===== config.mk =====
export PLATFORM = sky130hd
export DESIGN_NAME = ffqs_queue
export DESIGN_NICKNAME = d
export VERILOG_FILES = /design/src/rtl/ffqs_pkg.sv /design/src/rtl/ffqs_queue.sv
export SDC_FILE = /design/constraint.sdc
export NUM_CORES = 1
export LEC_CHECK = 0
export ABC_CLOCK_PERIOD_IN_PS = 4600
export BUFFER_PORTS_ARGS = -buffer_cell sky130_fd_sc_hd__buf_2
export CAP_MARGIN = 15
export CORE_ASPECT_RATIO = 0.8
export CORE_MARGIN = 2
export CORE_UTILIZATION = 40
export CTS_CLUSTER_DIAMETER = 120
export DETAILED_ROUTE_END_ITERATION = 8
export MAX_ROUTING_LAYER = met4
export PLACE_DENSITY = 0.66
export SLEW_MARGIN = 20
export SYNTH_ARGS = -nofsm -noshare
export SYNTH_HDL_FRONTEND = slang
export SYNTH_SLANG_ARGS = --single-unit

===== constraint.sdc =====
create_clock -name i_clk -period 4.6 [get_ports i_clk]
set_input_delay 0.23 -clock i_clk [delete_from_list [all_inputs] [get_ports i_clk]]
set_output_delay 0.23 -clock i_clk [all_outputs]
set_load 0.01 [all_outputs]

===== src/rtl/ffqs_pkg.sv =====
// Shared types and constants of the fake quantizer block.
// Used by the front, queue and back modules; depends on nothing.
package ffqs_pkg;

    // Register indexes of the configuration port
    localparam logic REG_INT_BITS  = 1'b0;
    localparam logic REG_FRAC_BITS = 1'b1;

    localparam logic [5:0] INT_BITS_RESET  = 6'd8;
    localparam logic [5:0] FRAC_BITS_RESET = 6'd8;

    // Midpoint between the two singles around 0.05, as 0x1999999 * 2^-29
    localparam logic [24:0] IMPR_RATIO = 25'h1999999;
    localparam int unsigned IMPR_SHIFT = 29;

    // One classified item between front and back
    typedef struct packed {
        logic [31:0] quant;    // quantized value, raw single bits
        logic        clip;     // saturated to a limit
        logic        chk;      // truncated, needs the precision check
        logic        last;     // final element of the tensor
        logic [23:0] dropped;  // significand bits removed by truncation
        logic [23:0] signif;   // full significand of the sample
    } t_entry;

endpackage


===== src/rtl/ffqs_queue.sv =====
// Short item queue between the front and back parts.
// Depends on ffqs_pkg for the item type.
module ffqs_queue (
    input  logic              i_clk,
    input  logic              i_rst_n,
    input  logic              i_push,
    input  ffqs_pkg::t_entry  i_entry,
    output logic              o_full,
    input  logic              i_pop,
    output logic              o_valid,
    output ffqs_pkg::t_entry  o_entry
);
    import ffqs_pkg::*;

    localparam int Depth = 2;
    localparam int PtrW  = $clog2(Depth);

    t_entry            r_mem [Depth];
    logic [PtrW-1:0]   r_wr_ptr;
    logic [PtrW-1:0]   r_rd_ptr;
    logic [PtrW:0]     r_count;

    // Store a pushed item
    always_ff @(posedge i_clk) begin
        if (i_push) begin
            r_mem[r_wr_ptr] <= i_entry;
        end
    end

    // Advance pointers and fill level
    always_ff @(posedge i_clk) begin
        if (!i_rst_n) begin
            r_wr_ptr <= '0;
            r_rd_ptr <= '0;
            r_count  <= '0;
        end else begin
            if (i_push) begin
                r_wr_ptr <= PtrW'(r_wr_ptr + 1'b1);
            end
            if (i_pop) begin
                r_rd_ptr <= PtrW'(r_rd_ptr + 1'b1);
            end
            if (i_push && !i_pop) begin
                r_count <= r_count + (PtrW+1)'(1);
            end else if (!i_push && i_pop) begin
                r_count <= r_count - (PtrW+1)'(1);
            end
        end
    end

    assign o_full  = (r_count == (PtrW+1)'(Depth));
    assign o_valid = (r_count != '0);
    assign o_entry = r_mem[r_rd_ptr];

endmodule


After elaboration in Yosys (flattened, before gate mapping)
Memory sizes are Yosys's and may differ from the RTL's. A register that Yosys moved wholly into a read port is not among the register bits.
Cells that the tools add are included.
Widths: inputs -> output; s select.
{"block": "word_totals", "inputBits": 87, "ff_bits": 4, "out_inout_bits": 85, "ramBits": 166, "mem_count": 1, "elab_cells": 21}
{"block": "classes", "n_addsub": 4, "mux": 6, "eq_ne": 1, "n_reduce_logical": 6}
{"name": "r_mem", "depth": 2, "word_bits": 83, "read_ports": 1, "rd_ports_with_merged_regs": 1, "write_ports": 1, "line_no": "ffqs_queue.sv:18", "text": "t_entry r_mem [Depth];"}
{"op": "$mux 1", "n": 4}
{"op": "$mux 2", "n": 2}
{"op": "$reduce_bool 2->1", "n": 2}
{"op": "$add 1x1->1 const B", "n": 2}
{"op": "$add 2x1->2 const B", "n": 1}
{"op": "$eq 2x2->1 const B", "n": 1}
{"op": "$logic_and 1x1->1", "n": 2}
{"op": "$logic_not 1->1", "n": 2}
{"op": "$sub 2x1->2 const B", "n": 1}

Depth between registers and ports, before layout
{"block": "depth", "ltp_word": 4, "mapped_depth": 5, "ltp_nobuf": 5}

Worst setup path before layout
Ideal clock, no wire load.
{"block": "synth_timing", "kind": "register to register", "startpoint": "register r_wr_ptr", "endpoint": "memory r_mem[0][0] (netlist name), enable pin", "arrival_ps": 4002, "path_stages_with_launch": 2, "setup_slack_ps": 62, "synth_period_minus_slack_ps": 4538, "setup_ps": 536, "required_time_ps": 4064, "n_path_buf": 0, "cell_sequence": "dfxtp_1 nor2b_1"}
{"item": "start, declared", "line_no": "ffqs_queue.sv:19", "text": "logic [PtrW-1:0] r_wr_ptr;"}
{"item": "start signal, assigned", "line_no": "ffqs_queue.sv:38", "text": "r_wr_ptr <= PtrW'(r_wr_ptr + 1'b1);"}
{"item": "end, declared", "line_no": "ffqs_queue.sv:18"}
No word-level cell before the write port.

==> impl_metrics.prom <==
# TYPE chip_impl_metric gauge
chip_impl_metric{name="clockPowerShare",unit="%"} 38.6
chip_impl_metric{name="timing.critical_path.fanout_max",unit=""} 43
chip_impl_metric{name="hpwlAfterDp",unit="µm"} 7060
chip_impl_info{name="end_kind",value="output port"} 1
chip_impl_metric{name="post-route-min-period",unit="ns"} 2.22
chip_impl_metric{name="sequentialPowerShare",unit="%"} 50.5
chip_impl_metric{name="worst_slew_margin_rel",unit="%"} 57.3
chip_impl_metric{name="cellPowerDensity",unit="nW/µm²"} 414
chip_impl_metric{name="synth_top_area_share",unit="%"} 80.0
chip_impl_metric{name="die_area",unit="µm²"} 16600
chip_impl_metric{name="hold_viol",unit=""} 0
chip_impl_metric{name="setup_total_negative_slack",unit="ns"} 0
chip_impl_metric{name="post_dp_cell_area",unit="µm²"} 7300
chip_impl_info{name="path_cells",value="buf_12 -> mux2_2 -> buf_2"} 1
chip_impl_metric{name="syn_area_per_cell",unit="µm²"} 22.3
chip_impl_metric{name="wl_per_cell",unit="µm"} 15.4
chip_impl_metric{name="cts.path.max_buffers",unit=""} 2
chip_impl_metric{name="max_slew.worst_pin.slew",unit="ns"} 0.640
chip_impl_metric{name="grt_overflow_total",unit=""} 0
chip_impl_metric{name="placement.setup.worst_slack",unit="ns"} 2.55
chip_impl_metric{name="fin_ws",unit="ns"} 2.38
chip_impl_metric{name="fp.coreArea",unit="µm²"} 15100
chip_impl_metric{name="route.detailed.vias_per_inst",unit=""} 4.52
chip_impl_metric{name="drt_iter0_markers",unit=""} 137
chip_impl_metric{name="syn-instance-count",unit=""} 280
chip_impl_metric{name="antenna_violations_before_repair",unit=""} 0
chip_impl_metric{name="initial_core_util",unit="%"} 41.2
chip_impl_metric{name="placedCellCount",unit=""} 654
chip_impl_metric{name="vdd_drop_max",unit="V"} 0.000268
chip_impl_metric{name="synth-simple-area-share",unit="%"} 0.944
chip_impl_metric{name="yosys_warnings",unit=""} 0
chip_impl_info{name="synth_area_leader_cell",value="edfxtp_1"} 1
chip_impl_metric{name="pwr-share-comb",unit="%"} 10.9
chip_impl_metric{name="p_int",unit="W"} 0.00286
chip_impl_metric{name="layout-drive-gt1-share",unit="%"} 52.0
chip_impl_metric{name="switchingPower",unit="W"} 0.000766
chip_impl_info{name="final_cell_mix",value="buf_2 (171), edfxtp_1 (166), mux2_2 (83), dlygate4sd3_1 (83), clkbuf_16 (17)"} 1
chip_impl_metric{name="cts.sinks",unit=""} 171
chip_impl_info{name="path_delay_family",value="flip-flops"} 1
chip_impl_metric{name="synth-seq-cells",unit=""} 171
chip_impl_metric{name="crit_buf_inv",unit=""} 2
chip_impl_metric{name="die_w",unit="µm"} 144
chip_impl_metric{name="synth_cell_type_count",unit=""} 18
chip_impl_metric{name="finalCritPeriodShare",unit="%"} 48.3
chip_impl_metric{name="clk_transition_reported_paths",unit="ns"} 0.06
chip_impl_metric{name="worst_ep_required_time",unit="ns"} 4.37
chip_impl_metric{name="timing.max_cap.violations",unit=""} 0
chip_impl_info{name="synth_top_family_by_area",value="multiplexers"} 1
chip_impl_metric{name="synth_fa_ha_area_share",unit="%"} 0.201
chip_impl_metric{name="final_area",unit="µm²"} 8750
chip_impl_info{name="mostFrequentLayoutCell",value="buf_2"} 1
chip_impl_info{name="cts_tree",value="yes"} 1
chip_impl_metric{name="timing.critical_path.slowest_cell_delay",unit="ns"} 0.70
chip_impl_metric{name="gp_routability_congestion",unit=""} 0.718
chip_impl_info{name="min-delay-path-class",value="input pin to flip-flop"} 1
chip_impl_metric{name="global_route.usage.total",unit="%"} 15.0
chip_impl_metric{name="number_of_nets_with_antenna_violations_after_routing",unit=""} 0
chip_impl_metric{name="finish.net_count",unit=""} 636
chip_impl_metric{name="cts_repair_resize_count",unit=""} 0
chip_impl_metric{name="maxClockFrequency",unit="MHz"} 450
chip_impl_metric{name="finalWirelength",unit="µm"} 11900
chip_impl_info{name="status",value="completed"} 1
chip_impl_metric{name="fraction_of_synthesized_area_in_multiplexers",unit="%"} 15.0
chip_impl_metric{name="antenna-diode-count",unit=""} 0
chip_impl_info{name="clockRootBuffer",value="clkbuf_16"} 1
chip_impl_metric{name="post_synth_xor_area_fraction",unit="%"} 0.422
chip_impl_metric{name="grt_pass1_vias",unit=""} 3708
chip_impl_metric{name="die-height",unit="µm"} 116
chip_impl_info{name="rsz0062_at_grt",value="false"} 1
chip_impl_metric{name="remaining_drc_errors",unit=""} 0
chip_impl_metric{name="synth_fp_nets",unit=""} 368
chip_impl_metric{name="power.leakage",unit="nW"} 3.31
chip_impl_metric{name="port_buffers",unit=""} 171
chip_impl_metric{name="report.final.slew_viol_count",unit=""} 0
chip_impl_metric{name="timing.final.setup_violations",unit=""} 0
chip_impl_metric{name="detail_route.first_pass.iterations",unit=""} 4
chip_impl_metric{name="crit_arrival",unit="ns"} 1.99
chip_impl_info{name="crit_path_start_kind",value="flip-flop"} 1
chip_impl_metric{name="grt_first_pass_wirelength",unit="µm"} 18000
chip_impl_metric{name="rows",unit=""} 40
chip_impl_metric{name="layoutNonFillerInstCount",unit=""} 770
chip_impl_metric{name="num_vias",unit=""} 3479
chip_impl_metric{name="syn2layout_area_growth",unit="%"} 40.5
chip_impl_metric{name="synth_area_in_compound_gates",unit="%"} 0.321
chip_impl_metric{name="synth_sequential_area_ratio",unit="%"} 81.6
chip_impl_info{name="worst_path_max_delay_cell",value="dfxtp_4"} 1
chip_impl_metric{name="power.share.switching",unit="%"} 21.1
chip_impl_info{name="netlist_top_cells_area",value="edfxtp_1 (80%), mux2_2 (15%), dfxtp_1 (1.6%), buf_6 (1.3%), and2_1 (0.40%)"} 1
chip_impl_metric{name="clock_buffers_created_by_tritoncts",unit=""} 17
chip_impl_metric{name="ioPinCount",unit=""} 172
chip_impl_metric{name="largest_net_degree_at_the_start_of_global_routing",unit=""} 84
chip_impl_metric{name="mapped_cell_area",unit="µm²"} 6230
chip_impl_metric{name="ctsHtreeMaxLevel",unit=""} 4
chip_impl_info{name="critical_path_class",value="flip-flop to output port"} 1
chip_impl_metric{name="timing.clock.skew",unit="ns"} 0.00572
chip_impl_metric{name="worstSkewPairLatency",unit="ns"} 0.42
-- layer usage --
metal | global-route usage [%] | vias up | routed length, µm
met4 | 5.75 | 0 | 182
met5 | - | - | 0
met1 | 17.8 | 1705 | 5270
met3 | 4.59 | 14 | 668
li1 | - | 1642 | -
met2 | 24.2 | 118 | 5770
-- worst reg2reg max path, stage by stage (launching register included) --
cell,delay [ns]
dfxtp_1,0.38
and2_4,0.51
buf_4,0.63
-- registers in the layout (all words and copies together), names as in the netlist, named ones only --
| register | cells |
|---|---|
| r_rd_ptr | 1 |
| r_wr_ptr | 1 |
| r_count | 2 |
| r_mem | 166 |
-- synth_stat cells (all sizes together) --
| cell type | count |
|---|---|
| nor2b | 2 |
| buf | 9 |
| o21a | 1 |
| xor2 | 2 |
| inv | 1 |
| xnor2 | 1 |
| a21boi | 1 |
| edfxtp | 166 |
| and2b | 1 |
| or2 | 1 |
| or3 | 1 |
| o21ai | 1 |
| and2 | 4 |
| ha | 1 |
| dfxtp | 5 |
| mux2 | 83 |
-- metrics by stage --
stage | utilization, % | hold slack [ns] | power [W]
global route | 57.9 | 0.0806 | 0.00377
detailed placement | 48.3 | 0.421 | 0.00220
CTS | 57.6 | 0.00313 | 0.00367
floorplan | - | 0.329 | 0.00206
finish | 57.9 | 0.0871 | 0.00363
global placement | 48.3 | 0.417 | 0.00219
-- final cells by class --
type / instances / area (µm²)
fill: 1186 / 6360
sequential: 171 / 5090
timing repair buffer: 258 / 1750
multi-input combinational: 99 / 1060
clock buffer: 19 / 433
tap: 210 / 263
clock inverter: 12 / 150
inverter: 1 / 3.75
-- cells by family after synthesis --
| family | Yosys count |
|---|---|
| mux | 83 |
| flops | 171 |
| buf+inv | 10 |
| compound gates | 3 |
| simple gates | 9 |
| fa+ha+maj | 1 |
| xor+xnor | 3 |
-- power groups by stage --
stage | combinational (W) | clock, W | sequential (W)
CTS | 0.000380 | 0.00144 | 0.00185
global route | 0.000429 | 0.00150 | 0.00184
detailed placement | 0.000323 | 0 | 0.00188
floorplan | 0.000208 | 0 | 0.00185
global placement | 0.000317 | 0 | 0.00188
finish | 0.000397 | 0.00140 | 0.00183
-- path summary, 6_finish.rpt --
path | start | end | slack, ns | cells after the start
worst max-delay path | flip-flop | o_entry[30] | 2.38 | 3
worst min-delay path | i_rst_n | flip-flop | 0.09 | 2
worst max register to register | r_wr_ptr | r_mem[1][69] | 2.68 | 2
worst min register to register | r_count[1] | r_count[1] | 0.51 | 2
-- what timing repair did --
item | CTS | global route
hold buffers | 82 | 1
hold endpoints to repair | 163 | 1
buffers inserted | 0 | 0
endpoints found under the setup margin | 0 | 0
Note: power is estimated with default switching activity, not from simulation.
