`config.mk`:
```
export PLATFORM = sky130hd
export DESIGN_NAME = ffqs_front
export DESIGN_NICKNAME = d
export VERILOG_FILES = /design/src/rtl/ffqs_pkg.sv /design/src/rtl/ffqs_front.sv
export SDC_FILE = /design/constraint.sdc
export NUM_CORES = 1
export LEC_CHECK = 0
export BUFFER_PORTS_ARGS = -buffer_cell sky130_fd_sc_hd__buf_4
export CORE_ASPECT_RATIO = 0.8
export CORE_UTILIZATION = 40
export CTS_BUF_LIST = sky130_fd_sc_hd__clkbuf_8
export DETAILED_ROUTE_END_ITERATION = 10
export GPL_TIMING_DRIVEN = 0
export PLACE_DENSITY_LB_ADDON = 0.15
export SKIP_CTS_REPAIR_TIMING = 1
export SYNTH_ARGS = -nofsm -noshare
export SYNTH_HDL_FRONTEND = slang
export SYNTH_SLANG_ARGS = --single-unit
```
`constraint.sdc`:
```
create_clock -name i_clk -period 16.72 [get_ports i_clk]
set_input_delay 4.18 -clock i_clk [delete_from_list [all_inputs] [get_ports i_clk]]
set_output_delay 4.18 -clock i_clk [all_outputs]
set_load 0.1 [all_outputs]
```
`src/rtl/ffqs_pkg.sv`:
```
// Shared types and constants of the fake quantizer block.
// Used by the front, queue and back modules; depends on nothing.
package ffqs_pkg;

    // Register indexes of the configuration port
    localparam logic REG_INT_BITS  = 1'b0;
    localparam logic REG_FRAC_BITS = 1'b1;

    localparam logic [5:0] INT_BITS_RESET  = 6'd8;
    localparam logic [5:0] FRAC_BITS_RESET = 6'd8;

    // Midpoint between the two singles around 0.05, as 0x1999999 * 2^-29
    localparam logic [24:0] IMPR_RATIO = 25'h1999999;
    localparam int unsigned IMPR_SHIFT = 29;

    // One classified item between front and back
    typedef struct packed {
        logic [31:0] quant;    // quantized value, raw single bits
        logic        clip;     // saturated to a limit
        logic        chk;      // truncated, needs the precision check
        logic        last;     // final element of the tensor
        logic [23:0] dropped;  // significand bits removed by truncation
        logic [23:0] signif;   // full significand of the sample
    } t_entry;

endpackage

```
`src/rtl/ffqs_front.sv`:
```
// Front part: configuration registers, input acceptance and classification.
// Depends on ffqs_pkg; feeds the item queue.
module ffqs_front (
    input  logic              i_clk,
    input  logic              i_rst_n,
    input  logic              i_cfg_valid,
    output logic              o_cfg_ready,
    input  logic              i_cfg_index,
    input  logic [5:0]        i_cfg_data,
    input  logic              i_valid,
    output logic              o_ready,
    input  logic [31:0]       i_sample,
    input  logic              i_last,
    input  logic              i_full,
    output logic              o_push,
    output ffqs_pkg::t_entry  o_entry
);
    import ffqs_pkg::*;

    logic [5:0]        r_int_bits;
    logic [5:0]        r_frac_bits;

    logic              s_sign;
    logic [7:0]        s_exp;
    logic [22:0]       s_man;
    logic              s_nan;
    logic              s_zero;
    logic [7:0]        s_exp_eff;
    logic [23:0]       s_signif;
    logic signed [9:0] s_cut;
    logic [6:0]        s_ksum;
    logic [4:0]        s_msh;
    logic [31:0]       s_rmax;
    logic [31:0]       s_rmin;
    logic [23:0]       s_low_mask;
    t_entry            s_entry;

    // Ordered compare of two non-NaN singles, a > b; both zeros compare equal
    function automatic logic f_gt(input logic [31:0] a, input logic [31:0] b);
        logic [31:0] ka;
        logic [31:0] kb;
        ka = a[31] ? ~a : (a | 32'h8000_0000);
        kb = b[31] ? ~b : (b | 32'h8000_0000);
        if (a[30:0] == 31'd0 && b[30:0] == 31'd0) begin
            return 1'b0;
        end
        return ka > kb;
    endfunction

    // Hold the format registers
    always_ff @(posedge i_clk) begin
        if (!i_rst_n) begin
            r_int_bits  <= INT_BITS_RESET;
            r_frac_bits <= FRAC_BITS_RESET;
        end else if (i_cfg_valid) begin
            case (i_cfg_index)
                REG_INT_BITS:  r_int_bits  <= i_cfg_data;
                REG_FRAC_BITS: r_frac_bits <= i_cfg_data;
                default: ;
            endcase
        end
    end

    assign o_cfg_ready = 1'b1;

    // Range limits as singles
    always_comb begin
        s_ksum = {1'b0, r_int_bits} + {1'b0, r_frac_bits};
        s_msh  = 5'(s_ksum - 7'd2);
        s_rmin = {1'b1, 8'({2'b0, r_int_bits} + 8'd126), 23'd0};
        if (s_ksum == 7'd0) begin
            s_rmax = 32'hBF00_0000;
        end else if (s_ksum == 7'd1) begin
            s_rmax = 32'h0000_0000;
        end else if (s_ksum >= 7'd26) begin
            s_rmax = {1'b0, 8'({2'b0, r_int_bits} + 8'd126), 23'd0};
        end else begin
            s_rmax = {1'b0, 8'({2'b0, r_int_bits} + 8'd125), ~(23'h7F_FFFF >> s_msh)};
        end
    end

    // Classify the sample and truncate it to the grid
    always_comb begin
        s_sign     = i_sample[31];
        s_exp      = i_sample[30:23];
        s_man      = i_sample[22:0];
        s_nan      = (s_exp == 8'hFF) && (s_man != 23'd0);
        s_zero     = (i_sample[30:0] == 31'd0);
        s_exp_eff  = (s_exp == 8'd0) ? 8'd1 : s_exp;
        s_signif   = {(s_exp != 8'd0), s_man};
        s_cut      = 10'sd150 - $signed({4'b0, r_frac_bits}) - $signed({2'b0, s_exp_eff});
        s_low_mask = ~(24'hFF_FFFF << s_cut[4:0]);

        s_entry         = '0;
        s_entry.last    = i_last;
        s_entry.signif  = s_signif;
        if (s_nan) begin
            s_entry.quant = i_sample | 32'h0040_0000;
        end else if (f_gt(i_sample, s_rmax)) begin
            s_entry.quant = s_rmax;
            s_entry.clip  = 1'b1;
        end else if (f_gt(s_rmin, i_sample)) begin
            s_entry.quant = s_rmin;
            s_entry.clip  = 1'b1;
        end else if (s_zero) begin
            s_entry.quant = i_sample;
        end else begin
            s_entry.chk = 1'b1;
            if (s_cut <= 10'sd0) begin
                s_entry.quant = i_sample;
            end else if (s_cut >= 10'sd24) begin
                s_entry.quant   = {s_sign, 31'd0};
                s_entry.dropped = s_signif;
            end else begin
                s_entry.quant   = {s_sign, s_exp, s_man & ~s_low_mask[22:0]};
                s_entry.dropped = s_signif & s_low_mask;
            end
        end
    end

    assign o_ready = !i_full;
    assign o_push  = i_valid && !i_full;
    assign o_entry = s_entry;

endmodule

```
Word level (Yosys, flattened, before mapping)
Cells that the tools add are included.
{ "classes": {"add_sub_neg": 6, "multipliers": 0, "div_mod_pow": 0, "order_cmp": 5, "n_eq_ne": 2, "shift": 2, "muxes": 35, "bitwise": 9, "reduce_logical": 14} }
{ "op_table": {"columns": ["op", "count"], "rows": [
  ["2-to-1 mux 32 bit", 5],
  ["2-to-1 mux 31 bit", 5],
  ["2-to-1 mux 24 bit", 6],
  ["inverter 32 bit", 3],
  ["zero test 31 bit", 3],
  ["> comparator 32 bit", 2],
  ["inverter 23 bit", 2],
  ["2-to-1 mux 33 bit", 1],
  ["bitwise AND 24 bit", 1],
  ["inverter 24 bit", 1],
  ["<< shifter 24 x 5 -> 24 bit, first input constant", 1],
  ["bitwise AND 23 bit", 1],
  ["nonzero test 23 bit", 1],
  [">> shifter 23 x 5 -> 23 bit, first input constant", 1],
  ["adder 6 x 7 -> 8 bit, second input constant", 2],
  ["2-to-1 mux 1 bit", 16],
  ["greater-or-equal comparator 10 x 6 -> 1 bit, second input constant", 1],
  ["<= comparator 10 x 1 -> 1 bit, second input constant", 1],
  ["subtractor 9 x 9 -> 10 bit", 1],
  ["subtractor 8 x 6 -> 9 bit, first input constant", 1],
  ["== test 8 bit, second input constant", 1],
  ["zero test 8 bit", 1],
  ["2-to-1 mux 8 bit", 1],
  ["nonzero test 8 bit", 1],
  ["10 further kinds", 14]
]} }
{ "totals": {"regBits": 12, "latch_bits": 0, "ram_bits": 0, "mem_bits_ro": 0, "out_inout_bits": 86, "word_cells": 75, "mem_count": 0} }

Logic depth before layout (Yosys ltp)
{ "logic_depth": {"depth_word": 21, "ltp_mapped": 23, "depth_no_buf": 20} }

Worst setup path before layout
OpenSTA, ideal clock, no wires.
{ "synth_path": {"kind": "in2out", "start": "input port i_sample[31]", "end": "output port o_entry[47] (netlist bit)", "t_arrival_ns": 10.345, "required_time_ns": 12.540, "slack_ns": 2.195, "cell_stages": 14, "n_path_buf": 4, "path_cell_list": "buf_2 buf_1 buf_1 xor2_1 ha_1 nor2b_1 o211ai_1 a21oi_1 o31a_1 o31a_1 o31ai_1 o21ai_1 clkbuf_1 nor4_1"} }
{ "synth_lines": {"columns": ["element", "line_no", "rtl"], "rows": [
  ["start: declaration", "ffqs_front.sv:12", "input logic [31:0] i_sample,"],
  ["end: declaration", "ffqs_front.sv:16", "output ffqs_pkg::t_entry o_entry"]
]} }

==> results.cfg <==
[sta]
finalCriticalPeriod_ps = 13460
finalCritPeriodShare_pct = 80.5
whs_ps = 580
slew_viol_final = 0
hold_viol_final = 0
worst_pin_slew_ps = 1040
finalWorstSetupSlack_ps = 3260
fmax_mhz = 74.3
rsz0062_at_grt = no
tns_ps = 0
finalSetupViolCount = 0
relSlewSlack_pct = 29.1
worst_clock_skew_ps = 0

[worst_setup_path]
crit_path_end = o_entry[47]
r2r_end = r_int_bits[1]
reg2reg_from = r_int_bits[1]
path_cells = buf_4 > buf_2 > buf_1 > buf_1 > xor2_1 > ha_1 > nand4_1 > nor2_1 > a221oi_1 > o21ai_0 > o31a_1 > o31ai_1 > o21ai_1 > clkbuf_1 > nor4_1 > buf_4
reg2regPathDepth = 2
rrSetupSlack_ps = 15740
cp_top_family = buffers and inverters
path_max_fanout = 10
required_ps = 12540
critPathKind = input pin to primary output
cpMaxStageDelayCell = o31ai_1
cp-end-kind = primary output
crit_cells = 16
crit_buf_inv = 6
startpoint = i_sample[31]
cp_data_arrival_time_ps = 9280
cp_slowest_stage_delay_ps = 800
startpoint_type = input pin

[logic_synthesis]
synth_cell_types = 69
async_flop_share_pct = 0
synth_top_area_share_pct = 16.3
synthesis.nets = 816
synth_ff_type = dfxtp_1
yosysSeqAreaShare_pct = 4.90
ys.warnings.count = 0
yosys-top-cells-area = ha_1 (16%), xor2_1 (7.0%), o21ai_0 (6.2%), nand2_1 (5.1%), dfxtp_1 (4.9%)
syn_area_per_cell_um2 = 6.96
netlist_area_um2 = 4900
ys_ff_latch = 12
netlist_instances = 705
yosysTopAreaCell = ha_1
synth_edf_count = 0

[power]
power.internal_w = 0.000222
seq_power_share_pct = 4.4
p_total_w = 0.000761
leakagePower_nw = 2.79
power_density_nw_per_um2 = 125
power_frac_comb_pct = 91.4
pwr-share-clk_pct = 4.3
ir_drop_uv = 70.6
swShare_pct = 70.8
power.switching_w = 0.000539

[clock_tree]
tritoncts = done
h-tree-depth = 1
clockBufferDepth = 2
cts-root-buf = clkbuf_8
cts.sinks = 12
numCtsBuffers = 3
clk_pin_slew_ps = 50
insertion_delay_ps = 240

[placed_design]
dp_slack_ps = 3400
dp_hpwl_um = 16400
portBuffers = 126
place.gp.congestion = 1.00

[floorplan]
fp-row-count = 35
top_level_ports = 131
die_h_um = 101
die_area_um2 = 12700
start_util_pct = 41.8
core_area_um2 = 11700
fp.dieW_um = 126

[drt]
drc_errors = 0
vias = 6056
wl_per_cell_um = 20.1
drt_iter0_drc = 762
viasPerCell = 6.16
ant_nets = 0
wirelength_um = 19700
drtPass1Iterations = 6

[grt]
grt_pass1_vias = 5535
grt_max_degree = 11
grt_antenna_before_repair = 1
grt_usage_pct = 30.5
grt_pass1_wl_um = 30300
grt.overflow.total = 0

[status]
status = complete, no violations

[final_layout]
seqCellArea_um2 = 240
multiInputGateArea_um2 = 4180
finalNetCount = 947
syn_to_final_growth_pct = 24.3
drive_gt1_share_pct = 21.7
nFillCells = 1165
diodes = 0

[worst_hold_path]
min_path_type = flip-flop to flip-flop

[run]
cap_violations = 0
==> worst min-delay path, stage by stage, from the launching register on <==
cell and delay (ps):
dfxtp_1 370, nand2_1 80, a21boi_0 70
==> through the flow <==
step	area [um2]	util [%]	std cells
finish	6090	51.9	983
global route	6090	51.9	983
CTS	6090	51.9	983
detailed placement	6030	51.4	979
global placement	6030	51.4	979
floorplan	4900	-	705
==> logic make-up (layout without fill, tap and decap cells) <==
family                   after synthesis  in the layout  share of synthesized area, %
XOR/XNOR                              49             49                          8.75
AO/OA/AOI/OAI                        209            209                          28.6
other                                  1              1                        0.0765
buffers and inverters                101            231                          9.87
flip-flops                            12             12                          4.90
AND/OR/NAND/NOR                      256            256                          28.4
adder cells (fa/ha/maj)               66             66                          17.1
multiplexers                          11             11                          2.27
==> worst min-delay path by stage <==
stage	end	start	cells after the start
3_3_place_gp	r_frac_bits[4]	r_frac_bits[4]	2
2_1_floorplan	r_frac_bits[4]	r_frac_bits[4]	2
4_1_cts	r_frac_bits[4]	r_frac_bits[4]	2
5_1_grt	r_frac_bits[4]	r_frac_bits[4]	2
3_5_place_dp	r_frac_bits[4]	r_frac_bits[4]	2
6_report	r_frac_bits[4]	r_frac_bits[4]	2
==> final cells by class <==
| class | instances | share of cell area [%] |
|---|---|---|
| Multi-Input combinational cell | 592 | 68.7 |
| Clock buffer | 4 | 0.903 |
| Inverter | 43 | 2.65 |
| Tap cell | 148 | 3.04 |
| Buffer | 58 | 5.30 |
| Timing Repair Buffer | 126 | 15.5 |
| Sequential cell | 12 | 3.94 |
==> power by group through the flow <==
stage                     Sequential, W  Combinational [W]  Clock (W)
after floorplan               0.0000324           0.000526          0
after global placement        0.0000339           0.000677          0
after detailed placement      0.0000340           0.000683          0
after CTS                     0.0000333           0.000685  0.0000332
after global routing          0.0000336           0.000731  0.0000350
final                         0.0000334           0.000695  0.0000324
==> state kept, by name (all words and copies together), names as in the netlist <==
register	flops
r_frac_bits	6
r_int_bits	6
==> layout by cell type, fill, tap and decap left out, types with 15 or more instances in the layout <==
master	count
buf_4	151
nand2_1	66
ha_1	64
o21ai_0	61
nor2_1	50
inv_1	42
xor2_1	39
a21oi_1	39
clkbuf_1	26
nand3_1	21
nand4_1	17
nor3_1	15
==> cells in the mapped netlist, types with 5 or more instances <==
master	n
a21oi_1	39
xnor2_1	10
dfxtp_1	12
nand2_1	66
inv_1	42
o21bai_1	7
or3_1	5
a221oi_1	5
nor3_1	16
xor2_1	39
or2_2	7
clkbuf_1	26
nor2_1	50
and2_1	5
nand4_1	17
nor2b_1	11
a21boi_0	10
nand2b_1	12
nand3_1	21
mux2i_1	10
buf_4	25
a211oi_1	10
a32oi_1	5
nor4b_2	5
ha_1	64
o21a_1	6
or4_1	6
o21ai_0	61
and4b_1	9
o211ai_1	5
o31a_1	7
and3_1	11
o31ai_1	13
==> routing by layer <==
layer / wire, um / GRT usage, % / share of wire (%)
met4: 306 / 6.95 / 1.6
met3: 2240 / 5.89 / 11
met2: 8340 / 46.8 / 42
met5: 13 / 0 / 0.066
met1: 8820 / 43.5 / 45
No activity file was read; power rests on OpenSTA's default activity.
